--- src/rtl/tpc_pkg.sv ---
// ----------------------------------------------------------------------------
// tpc_pkg
// shared types and constants for the triangle plane clipper
// ----------------------------------------------------------------------------
package tpc_pkg;

	localparam int FRAC_W = 16;
	localparam int DIST_W = 32;
	localparam int BARY_W = FRAC_W + 1;
	localparam int MAG_W  = DIST_W + 1;

	typedef struct packed {
		logic signed [DIST_W-1:0] dist_0;
		logic signed [DIST_W-1:0] dist_1;
		logic signed [DIST_W-1:0] dist_2;
	} tri_in_t;

	typedef struct packed {
		logic [BARY_W-1:0] bary_a;
		logic [BARY_W-1:0] bary_b;
		logic [1:0]        vertex_number;
		logic              last_vertex;
	} vtx_out_t;

	// classified job from front to back
	typedef enum logic [1:0] {
		CASE_ALL  = 2'd0,
		CASE_ONE  = 2'd1,
		CASE_TWO  = 2'd2,
		CASE_NONE = 2'd3
	} clip_case_t;

	typedef struct packed {
		clip_case_t       kind;
		logic [1:0]       c_idx;
		logic [MAG_W-1:0] mag_c;
		logic [MAG_W-1:0] den_p;
		logic [MAG_W-1:0] den_n;
	} clip_job_t;

	localparam logic [1:0] VTX0 = 2'd0;
	localparam logic [1:0] VTX1 = 2'd1;
	localparam logic [1:0] VTX2 = 2'd2;

	function automatic logic [1:0] prev_idx(input logic [1:0] c);
		case (c)
			VTX0: prev_idx = VTX2;
			VTX1: prev_idx = VTX0;
			default: prev_idx = VTX1;
		endcase
	endfunction

	function automatic logic [1:0] next_idx(input logic [1:0] c);
		case (c)
			VTX0: next_idx = VTX1;
			VTX1: next_idx = VTX2;
			default: next_idx = VTX0;
		endcase
	endfunction

	function automatic logic corner_a(input logic [1:0] c);
		corner_a = (c == VTX0);
	endfunction

	function automatic logic corner_b(input logic [1:0] c);
		corner_b = (c == VTX1);
	endfunction

endpackage

--- src/rtl/tpc_front.sv ---
// ----------------------------------------------------------------------------
// tpc_front
// classifies a triangle and forms magnitudes and edge denominators
// ----------------------------------------------------------------------------
module tpc_front import tpc_pkg::*; (
	input  logic      clk,
	input  logic      arst_n,
	input  logic      in_valid,
	output logic      in_stall,
	input  tri_in_t   in_data,
	output logic      job_valid,
	input  logic      job_stall,
	output clip_job_t job
);
	logic [MAG_W-1:0] mag [3];
	logic [2:0]       neg;
	logic [1:0]       nn_cnt;
	logic [1:0]       c_sel;
	logic [1:0]       p_sel;
	logic [1:0]       n_sel;
	clip_job_t        job_d;
	logic             v_s1;
	clip_job_t        job_s1;

	assign neg = {in_data.dist_2[DIST_W-1], in_data.dist_1[DIST_W-1],
		in_data.dist_0[DIST_W-1]};

	function automatic logic [MAG_W-1:0] absv(input logic signed [DIST_W-1:0] d);
		logic [MAG_W-1:0] x;
		x = {d[DIST_W-1], d};
		absv = d[DIST_W-1] ? (~x + 1'b1) : x;
	endfunction

	always_comb begin
		mag[0] = absv(in_data.dist_0);
		mag[1] = absv(in_data.dist_1);
		mag[2] = absv(in_data.dist_2);
		nn_cnt = 2'(!neg[0]) + 2'(!neg[1]) + 2'(!neg[2]);
		c_sel = VTX0;
		for (int i = 0; i < 3; i++) begin
			if (nn_cnt == 2'd1 && !neg[i]) c_sel = 2'(i);
			if (nn_cnt == 2'd2 && neg[i]) c_sel = 2'(i);
		end
		p_sel = prev_idx(c_sel);
		n_sel = next_idx(c_sel);
		case (nn_cnt)
			2'd3: job_d.kind = CASE_ALL;
			2'd2: job_d.kind = CASE_TWO;
			2'd1: job_d.kind = CASE_ONE;
			default: job_d.kind = CASE_NONE;
		endcase
		job_d.c_idx = c_sel;
		job_d.mag_c = mag[c_sel];
		job_d.den_p = mag[c_sel] + mag[p_sel];
		job_d.den_n = mag[c_sel] + mag[n_sel];
	end

	assign in_stall  = v_s1 && job_stall;
	assign job_valid = v_s1;
	assign job       = job_s1;

	always_ff @(posedge clk or negedge arst_n) begin
		if (!arst_n) begin
			v_s1 <= 1'b0;
		end else if (!in_stall) begin
			v_s1 <= in_valid;
		end
	end

	always_ff @(posedge clk) begin
		if (in_valid && !in_stall) job_s1 <= job_d;
	end
endmodule

--- src/rtl/tpc_queue.sv ---
// ----------------------------------------------------------------------------
// tpc_queue
// small job queue between front and back
// ----------------------------------------------------------------------------
module tpc_queue import tpc_pkg::*; #(
	parameter int DEPTH = 2
) (
	input  logic      clk,
	input  logic      arst_n,
	input  logic      wr_valid,
	output logic      wr_stall,
	input  clip_job_t wr_data,
	output logic      rd_valid,
	input  logic      rd_stall,
	output clip_job_t rd_data
);
	localparam int AW = (DEPTH > 1) ? $clog2(DEPTH) : 1;
	clip_job_t        mem_q [DEPTH];
	logic [AW-1:0]    wp_q;
	logic [AW-1:0]    rp_q;
	logic [AW:0]      cnt_q;
	logic             wr_en;
	logic             rd_en;

	assign wr_stall = (cnt_q == (AW+1)'(DEPTH));
	assign rd_valid = (cnt_q != '0);
	assign rd_data  = mem_q[rp_q];
	assign wr_en    = wr_valid && !wr_stall;
	assign rd_en    = rd_valid && !rd_stall;

	always_ff @(posedge clk or negedge arst_n) begin
		if (!arst_n) begin
			wp_q  <= '0;
			rp_q  <= '0;
			cnt_q <= '0;
		end else begin
			if (wr_en) wp_q <= (wp_q == AW'(DEPTH-1)) ? '0 : wp_q + 1'b1;
			if (rd_en) rp_q <= (rp_q == AW'(DEPTH-1)) ? '0 : rp_q + 1'b1;
			cnt_q <= cnt_q + (AW+1)'(wr_en) - (AW+1)'(rd_en);
		end
	end

	always_ff @(posedge clk) begin
		if (wr_en) mem_q[wp_q] <= wr_data;
	end
endmodule

--- src/rtl/tpc_back.sv ---
// ----------------------------------------------------------------------------
// tpc_back
// two restoring dividers and vertex sequencer
// ----------------------------------------------------------------------------
module tpc_back import tpc_pkg::*; (
	input  logic      clk,
	input  logic      arst_n,
	input  logic      job_valid,
	output logic      job_stall,
	input  clip_job_t job,
	output logic      out_valid,
	input  logic      out_stall,
	output vtx_out_t  out_data
);
	localparam int STEPS = FRAC_W + 1;
	localparam int SW    = $clog2(STEPS + 1);

	typedef enum logic [2:0] {
		ST_IDLE = 3'b001,
		ST_DIV  = 3'b010,
		ST_EMIT = 3'b100
	} st_t;

	st_t              st_q;
	clip_case_t       kind_q;
	logic [1:0]       c_q;
	logic [MAG_W:0]   rp_q;
	logic [MAG_W:0]   rn_q;
	logic [MAG_W-1:0] dp_q;
	logic [MAG_W-1:0] dn_q;
	logic [BARY_W-1:0] tp_q;
	logic [BARY_W-1:0] tn_q;
	logic [SW-1:0]    step_q;
	logic [1:0]       k_q;
	logic [MAG_W:0]   rp_sh;
	logic [MAG_W:0]   rn_sh;
	logic             out_v_q;
	vtx_out_t         out_q;
	vtx_out_t         vtx;
	logic [1:0]       last_k;
	logic [1:0]       corner;
	logic             cross_p;
	logic             cross_n;
	logic             take;
	logic             emit;
	localparam logic [BARY_W-1:0] ONE = BARY_W'(1) << FRAC_W;

	function automatic logic [BARY_W-1:0] lerp(input logic c, input logic o,
		input logic [BARY_W-1:0] t);
		if (c == o) lerp = c ? ONE : '0;
		else lerp = c ? (ONE - t) : t;
	endfunction

	assign job_stall = (st_q != ST_IDLE);
	assign take      = job_valid && (st_q == ST_IDLE);
	assign rp_sh     = (step_q == '0) ? rp_q : {rp_q[MAG_W-1:0], 1'b0};
	assign rn_sh     = (step_q == '0) ? rn_q : {rn_q[MAG_W-1:0], 1'b0};
	assign last_k    = (kind_q == CASE_TWO) ? 2'd3 : 2'd2;
	assign emit      = (st_q == ST_EMIT) && (!out_v_q || !out_stall);

	always_comb begin
		corner  = c_q;
		cross_p = 1'b0;
		cross_n = 1'b0;
		case (kind_q)
			CASE_ONE: begin
				cross_p = (k_q == 2'd0);
				cross_n = (k_q == 2'd2);
			end
			CASE_TWO: begin
				cross_p = (k_q == 2'd1);
				cross_n = (k_q == 2'd2);
				corner  = (k_q == 2'd0) ? prev_idx(c_q) : next_idx(c_q);
			end
			default: corner = k_q;
		endcase
		if (cross_p) begin
			vtx.bary_a = lerp(corner_a(c_q), corner_a(prev_idx(c_q)), tp_q);
			vtx.bary_b = lerp(corner_b(c_q), corner_b(prev_idx(c_q)), tp_q);
		end else if (cross_n) begin
			vtx.bary_a = lerp(corner_a(c_q), corner_a(next_idx(c_q)), tn_q);
			vtx.bary_b = lerp(corner_b(c_q), corner_b(next_idx(c_q)), tn_q);
		end else begin
			vtx.bary_a = corner_a(corner) ? ONE : '0;
			vtx.bary_b = corner_b(corner) ? ONE : '0;
		end
		vtx.vertex_number = k_q;
		vtx.last_vertex   = (k_q == last_k);
	end

	assign out_valid = out_v_q;
	assign out_data  = out_q;

	always_ff @(posedge clk or negedge arst_n) begin
		if (!arst_n) begin
			st_q    <= ST_IDLE;
			out_v_q <= 1'b0;
			step_q  <= '0;
			k_q     <= '0;
		end else begin
			if (out_v_q && !out_stall) out_v_q <= 1'b0;
			if (emit) out_v_q <= 1'b1;
			case (st_q)
				ST_IDLE: begin
					if (take && job.kind != CASE_NONE) begin
						step_q <= '0;
						k_q    <= '0;
						st_q   <= (job.kind == CASE_ALL) ? ST_EMIT : ST_DIV;
					end
				end
				ST_DIV: begin
					step_q <= step_q + 1'b1;
					if (step_q == SW'(STEPS - 1)) st_q <= ST_EMIT;
				end
				ST_EMIT: begin
					if (emit) begin
						k_q <= k_q + 1'b1;
						if (k_q == last_k) st_q <= ST_IDLE;
					end
				end
				default: st_q <= ST_IDLE;
			endcase
		end
	end

	always_ff @(posedge clk) begin
		if (take) begin
			kind_q <= job.kind;
			c_q    <= job.c_idx;
			rp_q   <= {1'b0, job.mag_c};
			rn_q   <= {1'b0, job.mag_c};
			dp_q   <= job.den_p;
			dn_q   <= job.den_n;
			tp_q   <= '0;
			tn_q   <= '0;
		end else if (st_q == ST_DIV) begin
			if (rp_sh >= {1'b0, dp_q}) begin
				rp_q <= rp_sh - {1'b0, dp_q};
				tp_q <= {tp_q[BARY_W-2:0], 1'b1};
			end else begin
				rp_q <= rp_sh;
				tp_q <= {tp_q[BARY_W-2:0], 1'b0};
			end
			if (rn_sh >= {1'b0, dn_q}) begin
				rn_q <= rn_sh - {1'b0, dn_q};
				tn_q <= {tn_q[BARY_W-2:0], 1'b1};
			end else begin
				rn_q <= rn_sh;
				tn_q <= {tn_q[BARY_W-2:0], 1'b0};
			end
		end
		if (emit) out_q <= vtx;
	end
endmodule

--- src/rtl/triangle_plane_clip_top.sv ---
// ----------------------------------------------------------------------------
// triangle_plane_clip_top
// clips a triangle against one plane, emits barycentric polygon vertices
// ----------------------------------------------------------------------------
// channel | direction | payload   | handshake
// in      | input     | tri_in_t  | in_valid / in_stall
// out     | output    | vtx_out_t | out_valid / out_stall
//
// a clipped triangle holds the back while it takes the job, runs the two parallel
// restoring dividers (one quotient bit per cycle) and then emits three or four
// vertices one by one as out_stall allows
// unclipped triangles skip the dividers, fully culled ones are dropped unemitted
// the front register and a 2-entry queue keep taking transactions while the back works
// reset clears all control state; out_stall holds the output register while out_valid is high
module triangle_plane_clip_top import tpc_pkg::*; (
	input  logic     clk,
	input  logic     arst_n,
	input  logic     in_valid,
	output logic     in_stall,
	input  tri_in_t  in_data,
	output logic     out_valid,
	input  logic     out_stall,
	output vtx_out_t out_data
);
	logic      f_valid;
	logic      f_stall;
	clip_job_t f_job;
	logic      b_valid;
	logic      b_stall;
	clip_job_t b_job;

	tpc_front u_front (
		.clk, .arst_n, .in_valid, .in_stall, .in_data,
		.job_valid(f_valid), .job_stall(f_stall), .job(f_job)
	);

	tpc_queue #(.DEPTH(2)) u_queue (
		.clk, .arst_n,
		.wr_valid(f_valid), .wr_stall(f_stall), .wr_data(f_job),
		.rd_valid(b_valid), .rd_stall(b_stall), .rd_data(b_job)
	);

	tpc_back u_back (
		.clk, .arst_n, .job_valid(b_valid), .job_stall(b_stall), .job(b_job),
		.out_valid, .out_stall, .out_data
	);

	a_last_bounded: assert property (@(posedge clk) disable iff (!arst_n)
		out_valid && out_data.last_vertex |->
		(out_data.vertex_number == 2'd2 || out_data.vertex_number == 2'd3))
		else $error("last vertex at bad position");
	a_bary_range: assert property (@(posedge clk) disable iff (!arst_n)
		out_valid |-> out_data.bary_a + out_data.bary_b <= (BARY_W+1)'(1 << FRAC_W))
		else $error("barycentric sum above one");
	a_out_hold: assert property (@(posedge clk) disable iff (!arst_n)
		$past(out_valid && out_stall) |-> out_valid && $stable(out_data))
		else $error("stalled output changed");
endmodule
--- config.mk ---
export PLATFORM = sky130hd
export DESIGN_NAME = triangle_plane_clip_top
export DESIGN_NICKNAME = d
export VERILOG_FILES = /design/src/rtl/tpc_pkg.sv /design/src/rtl/tpc_front.sv /design/src/rtl/tpc_queue.sv /design/src/rtl/tpc_back.sv /design/src/rtl/triangle_plane_clip_top.sv
export SDC_FILE = /design/constraint.sdc
export NUM_CORES = 1
export LEC_CHECK = 0
export ABC_AREA = 1
export BUFFER_PORTS_ARGS = -buffer_cell sky130_fd_sc_hd__buf_4
export CELL_PAD_IN_SITES_DETAIL_PLACEMENT = 0
export CELL_PAD_IN_SITES_GLOBAL_PLACEMENT = 1
export CORE_UTILIZATION = 47
export CTS_CLUSTER_DIAMETER = 80
export DETAILED_ROUTE_END_ITERATION = 10
export GPL_TIMING_DRIVEN = 0
export MAX_ROUTING_LAYER = met4
export PLACE_DENSITY = 0.83
export SKIP_CTS_REPAIR_TIMING = 1
export SLEW_MARGIN = 40
export SYNTH_ARGS = -nofsm -noshare
export SYNTH_HDL_FRONTEND = slang
export SYNTH_SLANG_ARGS = --single-unit
--- constraint.sdc ---
create_clock -name clk -period 8.05 [get_ports clk]
set_input_delay 1.61 -clock clk [delete_from_list [all_inputs] [get_ports clk]]
set_output_delay 1.61 -clock clk [all_outputs]
set_load 0.01 [all_outputs]
## After elaboration in Yosys (flattened, before gate mapping)

Memory sizes are Yosys's and may differ from the RTL's.
Cells that the tools add are included.

| operators by class | value |
|---|---|
| add/subtract/negate cells | 17 |
| equality and inequality tests | 28 |
| multiplexer cells | 70 |
| bitwise logic cells | 6 |
| reduce and logical (&&, ||, !) cells | 38 |
| order comparisons | 5 |

Operators with widths:

| kind | number |
|---|---|
| $mux W33 | 13 |
| $mux W17 | 12 |
| $mux W34 | 6 |
| $bmux W33 S2 | 3 |
| $add A33 B1 Y33 const B | 3 |
| $not A33 Y33 | 3 |
| $ge A34 B33 Y1 | 2 |
| $sub A34 B33 Y34 | 2 |
| $add A33 B33 Y33 | 2 |
| $sub A17 B17 Y17 const A | 2 |
| $pmux W2 S2 | 6 |
| $mux W2 | 9 |
| $eq A2 B1 Y1 const B | 8 |
| $mux W3 | 5 |
| $logic_not A2 Y1 | 7 |
| $logic_and A1 B1 Y1 | 12 |
| $mux W1 | 11 |
| $eq A2 B2 Y1 const B | 5 |
| $pmux W5 S2 | 1 |
| $reduce_bool A2 Y1 | 5 |
| $ge A3 B3 Y1 const B | 3 |
| $not A2 Y3 | 3 |
| $pmux W3 S3 | 1 |
| $logic_not A1 Y1 | 8 |
| other kinds (24) | 32 |

| storage, ports and cells | value |
|---|---|
| word-level logic and storage cells | 192 |
| output and inout port bits | 39 |
| memories | 1 |
| bits in registers | 328 |
| bits of input ports | 100 |
| RAM bits | 206 |

Memories:

| name | depth | width | rd ports | clocked after memory_dff | wr ports | RTL line | text |
|---|---|---|---|---|---|---|---|
| u_queue.mem_q | 2 | 103 | 1 | 0 | 1 | tpc_queue.sv:18 | `clip_job_t mem_q [DEPTH];` |

## Logic depth before layout (Yosys ltp)

Gate-level depths: netlist of run 1.

| logic depth | value |
|---|---|
| depth after elaboration | 16 |
| gate-level depth with buffers | 24 |
| gate-level depth less buffers | 23 |

## Hierarchy

From an unflattened synthesis of run 1, not the netlist that was laid out.

| unflattened totals | value |
|---|---|
| cell total of the unflattened synthesis | 4851 |
| area total of the unflattened synthesis | 36231.0 sq um |

By module, submodules not included:

| module | instances | area an instance (sq um) | seq. area each (sq um) | cells each |
|---|---|---|---|---|
| tpc_back | 1 | 16782.3 | 6192.2 | 2465 |
| tpc_front | 1 | 11703.7 | 3118.0 | 1814 |
| tpc_queue | 1 | 7744.9 | 6286.0 | 572 |

## Worst setup path after synthesis of run 1

No wires, ideal clock.

| timing | value |
|---|---|
| path type | flip-flop to flip-flop |
| start | register u_queue.cnt_q[0] |
| end | memory u_queue.mem_q[1][0] in the netlist's numbering (enable) |
| setup time | 567 ps |
| arrival | 4987 ps |
| data required time | 7483 ps |
| cell stages (with the launch flop) | 5 |
| path buffers | 0 |
| slack | 2496 ps |
| period minus slack after synthesis | 5554 ps |
| cell sequence | dfrtp_1 > inv_1 > a21oi_1 > inv_1 > nor2_1 |

| between the ends | value |
|---|---|
| longest elaborated chain between the ends | 5 |

RTL lines:

| what | RTL line | text |
|---|---|---|
| start: declaration | tpc_queue.sv:21 | `logic [AW:0] cnt_q;` |
| start signal: assignment | tpc_queue.sv:39 | `cnt_q <= cnt_q + (AW+1)'(wr_en) - (AW+1)'(rd_en);` |
| $eq A2 B2 Y1 | tpc_queue.sv:25 | `assign wr_stall = (cnt_q == (AW+1)'(DEPTH));` |
| $logic_not A1 Y1 | tpc_queue.sv:28 | `assign wr_en = wr_valid && !wr_stall;` |
| $logic_and A1 B1 Y1 | tpc_queue.sv:28 |  |
| named net u_queue.wr_en | tpc_queue.sv:22 | `logic wr_en;` |
| $mux W1 | tpc_queue.sv:44 | `if (wr_en) mem_q[wp_q] <= wr_data;` |
| $mux W1 (not written as such) | tpc_queue.sv:44 |  |
| end: declaration | tpc_queue.sv:18 |  |

The timed path passes the listed nets, and every way through them passes these cells.

==> metrics, run 1 <==
RSZ-0062 raised after global routing=no; crit start category=input port; Slew @ Worst Pin=925 ps; DR WL met2=53,700 um; # clock sinks=534; largest family of logic cells by synthesized area=simple AND/OR/NAND/NOR gates; vias in the first global route=30,063; sequential-to-total area share from yosys stat=0.439; final worst path period share=0.746; Setup Viol. Count Final=0; WHS=439 ps; CTS clk-pin slew, worst paths=60 ps; Synth Area in Adders=0.0536; Yosys cell types=57; Final nets=5,090; Period minus WS final=6000 ps; first-pass GRT wire length=179,000 um; CP endpoint=u_front.job[28]; warnings from Yosys=0; top post-synthesis cells by count=nand2_1, inv_1, edfxtp_1; syn_nets=4,874; fmax=167 MHz; # DRC=0; crit-path cells=buf_4 -> fa_1 -> nand2_1 -> o21ai_4 -> nor2_4 -> nor2_4 -> clkbuf_1 -> nand2_1 -> o221ai_1 -> ha_1 -> inv_1 -> fa_1 -> o21ai_1 -> a21oi_1 -> o21ai_0 -> nand3_1 -> nand2_1 -> xor2_1; Vias=31,719; layout cells sized above 1=0.0780; critical path peak fanout=10; Most used DFF post-synth=edfxtp_1; core box area=0.0746 sq mm; worst setup path startpoint=in_data[31]; Max clock buf depth=3; H-tree depth=2; Clock Latency Late Sink=650 ps; Critical Setup Path Class=input port to register; fin. max-slew vios=0; DIE AREA=0.0766 sq mm; share of the synthesized area in the top cell type=0.408; DRT Wirelength=119,000 um; Synth Area in XOR/XNOR=0.0447; Die X=277 um; CP max stage cell=fa_1; Clock Skew=61.6 ps; Initial DRC Count=2,927; ANT cells=0; post-DR vias/cell=5.42; met1 WL=52,300 um; fin util=0.536; P&R area growth vs syn=12.6%; GRT overflow=0; count of TritonRoute iterations in the first routing pass=6; placed wire-length estimate=97,400 um; Final GP Congestion=1.01; R2R depth=20; pin count of the biggest net entering global routing=77; starting density of the core=0.476; relative slew slack=0.381; crit-path max cell delay=660 ps; Placed Instances=5,753; DIE HEIGHT=277 um; initial antenna violation count=0; GRT Total Usage=0.317; WL met3=7000 um; Row Count=100; Mean Syn Cell Area=7.67 sq um; Post-synth EDFFs=482; Final Hold Violating Endpoints=0; Critical Path RT=8530 ps; Max Cap Viol=0; CP Capture Type=register; compound-gate portion of the synthesized area=0.0888; CP bufs+invs=3; synthesized area=0.0355 sq mm; Detail Route Antenna Nets=0; R2R Path End=u_back.rp_q[29]; Synth Register Bits=534; CTS Buf Count=55; DR top layer=met4; Syn Inst Count=4,625; Synth area leader=edfxtp_1; path category of the worst min-delay check=register to register; area share of and/or/nand/nor cells after synthesis=0.289; I/O Pins=139; synth top area cells=edfxtp_1, nand2_1, inv_1, ha_1, nor2_1; mux share of post-synthesis cell area=0; Arr. time, crit path=6480 ps; Top delay family on crit path=compound AO/OA/AOI/OAI gates; WP depth=18; Post-Layout Cell Count=5,856; RR Startpoint=u_back.step_q[0]; top-count cell post-synth=nand2_1; reg-to-reg setup timing slack=3540 ps; Routed WL per cell=20.4 um; I/O Buffers=138; # fillers=7,217; clock root buffer=clkbuf_16; CP dominant cell by count=nand2_1; outcome=complete, no violations; fraction of registers with async set/reset=0.0300; TritonCTS clock tree=built
==> final cells by class <==
cell class	instances	area, sq um	area share
buffer	133	621	0.0155
sequential	534	15600	0.390
multi-input combinational	3327	16900	0.424
clock buffer	73	1480	0.0370
clock inverter	30	255	0.00639
timing repair buffer	159	1460	0.0366
tap	969	1210	0.0304
inverter	631	2380	0.0595
==> state kept, by name, indices dropped and copies added (netlist names), 33 cells and up <==
signal           cells
u_queue.mem_q      206
u_front.job        103
u_back.out_data     37
u_back.rn_q         34
u_back.rp_q         34
u_back.dn_q         33
u_back.dp_q         33
==> worst register-to-register path, delay by kind of cell, from the launching register on <==
kind	cells	cell delay (ps)
flops	1	400
simple gates	10	1450
compound gates	2	530
buf+inv	6	1320
fa+ha+maj	2	580
==> placed cells by master (no fill, tap or decap), drive strengths merged, types with 36 or more instances in the layout <==
| cell type | n |
|---|---|
| clkbuf | 144 |
| xor2 | 134 |
| edfxtp | 482 |
| ha | 144 |
| o22ai | 78 |
| nand3 | 271 |
| buf | 221 |
| nor3 | 39 |
| dfxtp | 36 |
| inv | 631 |
| nand4 | 110 |
| xnor2 | 47 |
| o21ai | 190 |
| nor2 | 466 |
| a21oi | 186 |
| nand2 | 1479 |
==> through the flow <==
stage / instance area, sq um / TNS (ps) / worst slack [ps]
3_3_place_gp: 37700 / -18440 / -131
3_5_place_dp: 38200 / 0 / 1480
2_1_floorplan: 35500 / 0 / 2500
6_report: 39900 / 0 / 2050
5_1_grt: 39900 / 0 / 1820
4_1_cts: 39900 / 0 / 2150
==> worst min-delay path by stage <==
| stage | end | slack, ps | depth (start not counted) | start |
|---|---|---|---|---|
| finish | u_queue.mem_q[1][70] | 440 | 0 | u_front.job[70] |
| global route | u_queue.mem_q[0][34] | 450 | 0 | u_front.job[34] |
| CTS | u_queue.mem_q[0][73] | 440 | 0 | u_front.job[73] |
| detailed placement | u_queue.mem_q[0][74] | 430 | 0 | u_front.job[74] |
| global placement | u_queue.mem_q[0][90] | 420 | 0 | u_front.job[90] |
| floorplan | u_queue.mem_q[0][0] | 420 | 0 | u_front.job[0] |
==> layer usage <==
layer,vias to the layer above,track usage
met5,-,-
met4,0,0.145
met2,1108,0.494
met3,194,0.0254
met1,14746,0.422
li1,15671,-
==> cells by family (layout without fill, tap and decap cells) <==
group | Yosys count | in the layout
AOI/OAI and AO/OA | 550 | 550
adders and majority gates | 149 | 149
other | 1 | 1
DFF | 534 | 534
and+or+nand+nor | 2446 | 2446
xor gates and xnor gates | 181 | 181
buffers and inverters | 764 | 1026
Power of run 1 is not shown: default switching activity piles up to over one toggle a cycle in this logic, so the estimate is an artifact.
==> run 2, diff against run 1 <==
ABC_AREA = 0   (was 1)
CORE_UTILIZATION = 51   (was 47)
PLACE_DENSITY = 0.84   (was 0.83)
clock period = 5.7 ns   (was 8.05 ns; I/O delays follow)
==> metrics, run 2 <==
sequential-to-total area share from yosys stat=0.496 (was 0.439); Slew @ Worst Pin=866 ps (was 925 ps); syn_nets=3,136 (was 4,874); Row Count=90 (was 100); Final GP Congestion=0.965 (was 1.01); share of the synthesized area in the top cell type=0.460 (was 0.408); Synth Register Bits=534 (unchanged); Cell Area, Placed=0.0340 sq mm (was 0.0382 sq mm); Detail Route Antenna Nets=0 (unchanged); Psw=12.0 mW; ANT cells=0 (unchanged); routing usage on met2=0.511 (was 0.494); starting density of the core=0.519 (was 0.476); pin count of the biggest net entering global routing=44 (was 77); Yosys cell types=84 (was 57); Arr. time, crit path=6550 ps (was 6480 ps); synthesized area=0.0314 sq mm (was 0.0355 sq mm); count of TritonRoute iterations in the first routing pass=11 (was 6); clock root buffer=clkbuf_16 (unchanged); I/O Buffers=138 (unchanged); CTS clk-pin slew, worst paths=60 ps (about the same); GRT Total Usage=0.299 (was 0.317); Final nets=3,415 (was 5,090); crit-path cells=buf_6 -> or4_4 -> nor2_4 -> nand2_2 -> or4_4 -> or4_4 -> o31ai_4 -> xor2_2 -> buf_4 -> a222oi_1 -> ha_1 -> a21oi_2 -> o21ai_1 -> a221o_1 -> a21oi_2 -> a311oi_2 -> a21oi_2 -> o21ai_2 -> a221o_1 -> a221o_1 -> a21o_1 (was buf_4 -> fa_1 -> nand2_1 -> o21ai_4 -> nor2_4 -> nor2_4 -> clkbuf_1 -> nand2_1 -> o221ai_1 -> ha_1 -> inv_1 -> fa_1 -> o21ai_1 -> a21oi_1 -> o21ai_0 -> nand3_1 -> nand2_1 -> xor2_1); # DRC=15 (was 0); Sw Share=0.437; DIE AREA=0.0627 sq mm (was 0.0766 sq mm); Clock Skew=41.8 ps (was 61.6 ps); placed wire-length estimate=73,400 um (was 97,400 um); relative slew slack=0.423 (was 0.381); Synth area leader=edfxtp_1 (unchanged); Critical Setup Path Class=input port to register (unchanged); Die X=250 um (was 277 um); Biggest register=u_queue.mem_q (unchanged); core box area=0.0606 sq mm (was 0.0746 sq mm); layout cells sized above 1=0.195 (was 0.0780); power share of the combinational group=0.591; Max Cap Viol=0 (unchanged); failing checks=DRC, setup timing; Critical Path RT=6050 ps (was 8530 ps); Vias=24,397 (was 31,719); Design Area, Final=0.0371 sq mm (was 0.0399 sq mm); Final Hold Violating Endpoints=0 (unchanged); Initial DRC Count=2,378 (was 2,927); final worst slack=-498 ps (was 2050 ps); post-DR vias/cell=6.11 (was 5.42); P&R area growth vs syn=18.0% (was 12.6%); Routed WL per cell=23.6 um (was 20.4 um); clock power share=0.144; DIE HEIGHT=250 um (was 277 um); H-tree depth=2 (unchanged); Max clock buf depth=3 (unchanged); Most used DFF post-synth=edfxtp_1 (unchanged); first-pass GRT wire length=139,000 um (was 179,000 um); CP max stage cell=or4_4 (was fa_1); CTS Buf Count=56 (was 55); fin. max-slew vios=0 (unchanged); most frequent cells in the layout=edfxtp_1, nand2_1, buf_4, a21oi_1, nor2_1 (was nand2_1, inv_1, edfxtp_1, nor2_1, nand3_1); Internal=15.5 mW; fmax=161 MHz; Pwr Density=741 mW/mm^2; Mean Syn Cell Area=10.9 sq um (was 7.67 sq um); WHS=386 ps (was 439 ps); top post-synthesis cells by count=edfxtp_1, nand2_1, a21oi_1 (was nand2_1, inv_1, edfxtp_1); path category of the worst min-delay check=input port to asynchronous set/reset pin (was register to register); Max rail drop VDD=0.000414 V; initial antenna violation count=2 (was 0); Top delay family on crit path=compound AO/OA/AOI/OAI gates (unchanged); met1 usage=0.358 (was 0.422); Period minus WS final=6200 ps; synth top area cells=edfxtp_1, ha_1, mux2_2, xor2_1, a21oi_1 (was edfxtp_1, nand2_1, inv_1, ha_1, nor2_1); CP bufs+invs=2 (was 3); crit start category=input port (unchanged); RSZ-0062 raised after global routing=yes (was no); commonest non-fill, non-tap cell in the layout=edfxtp_1 (was nand2_1); crit-path max cell delay=610 ps (was 660 ps); Setup Viol. Count Final=12 (was 0); # clock sinks=534 (unchanged); fraction of registers with async set/reset=0.0300 (unchanged); warnings from Yosys=0 (unchanged); # fillers=4,784 (was 7,217); GRT overflow=0 (unchanged); Clock Latency Late Sink=630 ps (was 650 ps); critical path peak fanout=5 (was 10); Sequential Power Share=0.266; vias in the first global route=23,708 (was 30,063); Post-synth EDFFs=482 (unchanged); met3 GRT Util=0.0301 (was 0.0254); I/O Pins=139 (unchanged); CP Capture Type=register (unchanged); final worst path period share=1.09; GR peak layer=met2 (unchanged); Syn Inst Count=2,887 (was 4,625); DRT Wirelength=94,100 um (was 119,000 um); Leak Pwr=14.3 nW; number of flip-flops in the largest register=206 (unchanged); TritonCTS clock tree=built (unchanged); top-count cell post-synth=edfxtp_1 (was nand2_1); outcome=complete, but fails checks (was complete, no violations)
-- run 2: cell count changes after synthesis, moves of 52 or more --
cell,delta
nand2_1,-1236
inv_1,-476
nand3_1,-196
clkbuf_1,+52
xnor2_1,+57
a222oi_1,+86
nand4_1,-89
mux2_2,+138
nor2_1,-292
a21o_1,+61
-- run 2: cells by family after synthesis --
family                   synth area share
flip-flops                          0.496
buffers and inverters              0.0385
AND/OR/NAND/NOR                     0.109
AO/OA/AOI/OAI                       0.166
multiplexers                       0.0657
adder cells (fa/ha/maj)            0.0605
XOR/XNOR                           0.0641
other                            0.000119
-- run 2: final timing paths --
check,startpoint,end,slack [ps],depth (start not counted)
worst max-delay path,in_data[69],u_front.job[65],-500,21
worst min-delay path,arst_n,u_back.st_q[2],390,1
worst max register to register,u_back.step_q[0],u_back.rn_q[14],290,19
worst min register to register,u_front.job[18],u_queue.mem_q[0][18],420,0
max in group asynchronous,arst_n,u_back.st_q[0],5050,1
min in group clk,u_front.job[18],u_queue.mem_q[0][18],420,0
-- run 2: metal layers --
metal | up-vias | wire, um
met1 | 11698 | 38200
met3 | 221 | 4870
met4 | 0 | 4270
li1 | 11484 | -
met2 | 994 | 46700
met5 | - | 0
-- run 2: area by class of cell --
class                   count  area (sq um)  area share
flip-flops and latches    534         15600       0.420
multi-input cells        2056         15300       0.413
repair buffers            222          1890      0.0510
clock buffers              64          1430      0.0386
well taps                 782           978      0.0264
plain buffers             148           724      0.0195
clock inverters            37           589      0.0159
inverters                 148           558      0.0150
-- run 2: power by group through the flow --
stage | Combinational (mW) | Clock [mW] | Sequential [mW]
finish | 16.2 | 3.96 | 7.30
global route | 17.6 | 4.15 | 7.44
CTS | 15.4 | 4.01 | 7.30
detailed placement | 15.3 | 0 | 7.36
global placement | 14.9 | 0 | 7.50
floorplan | 11.0 | 0 | 7.24
-- run 2: through the flow --
step                      power, mW  setup TNS, ps   util  cells  setup WS [ps]
after global placement         22.4        -473190  0.553   3807          -2240
after detailed placement       22.7        -140520  0.560   3827          -1970
final                          27.5          -2400  0.613   3991           -498
after floorplan                18.2          -1200      -   2887           -348
after global routing           29.2          -3480  0.613   3991           -476
after CTS                      26.8        -114490  0.594   3928          -1910
Power figures use the tool's default switching activity.
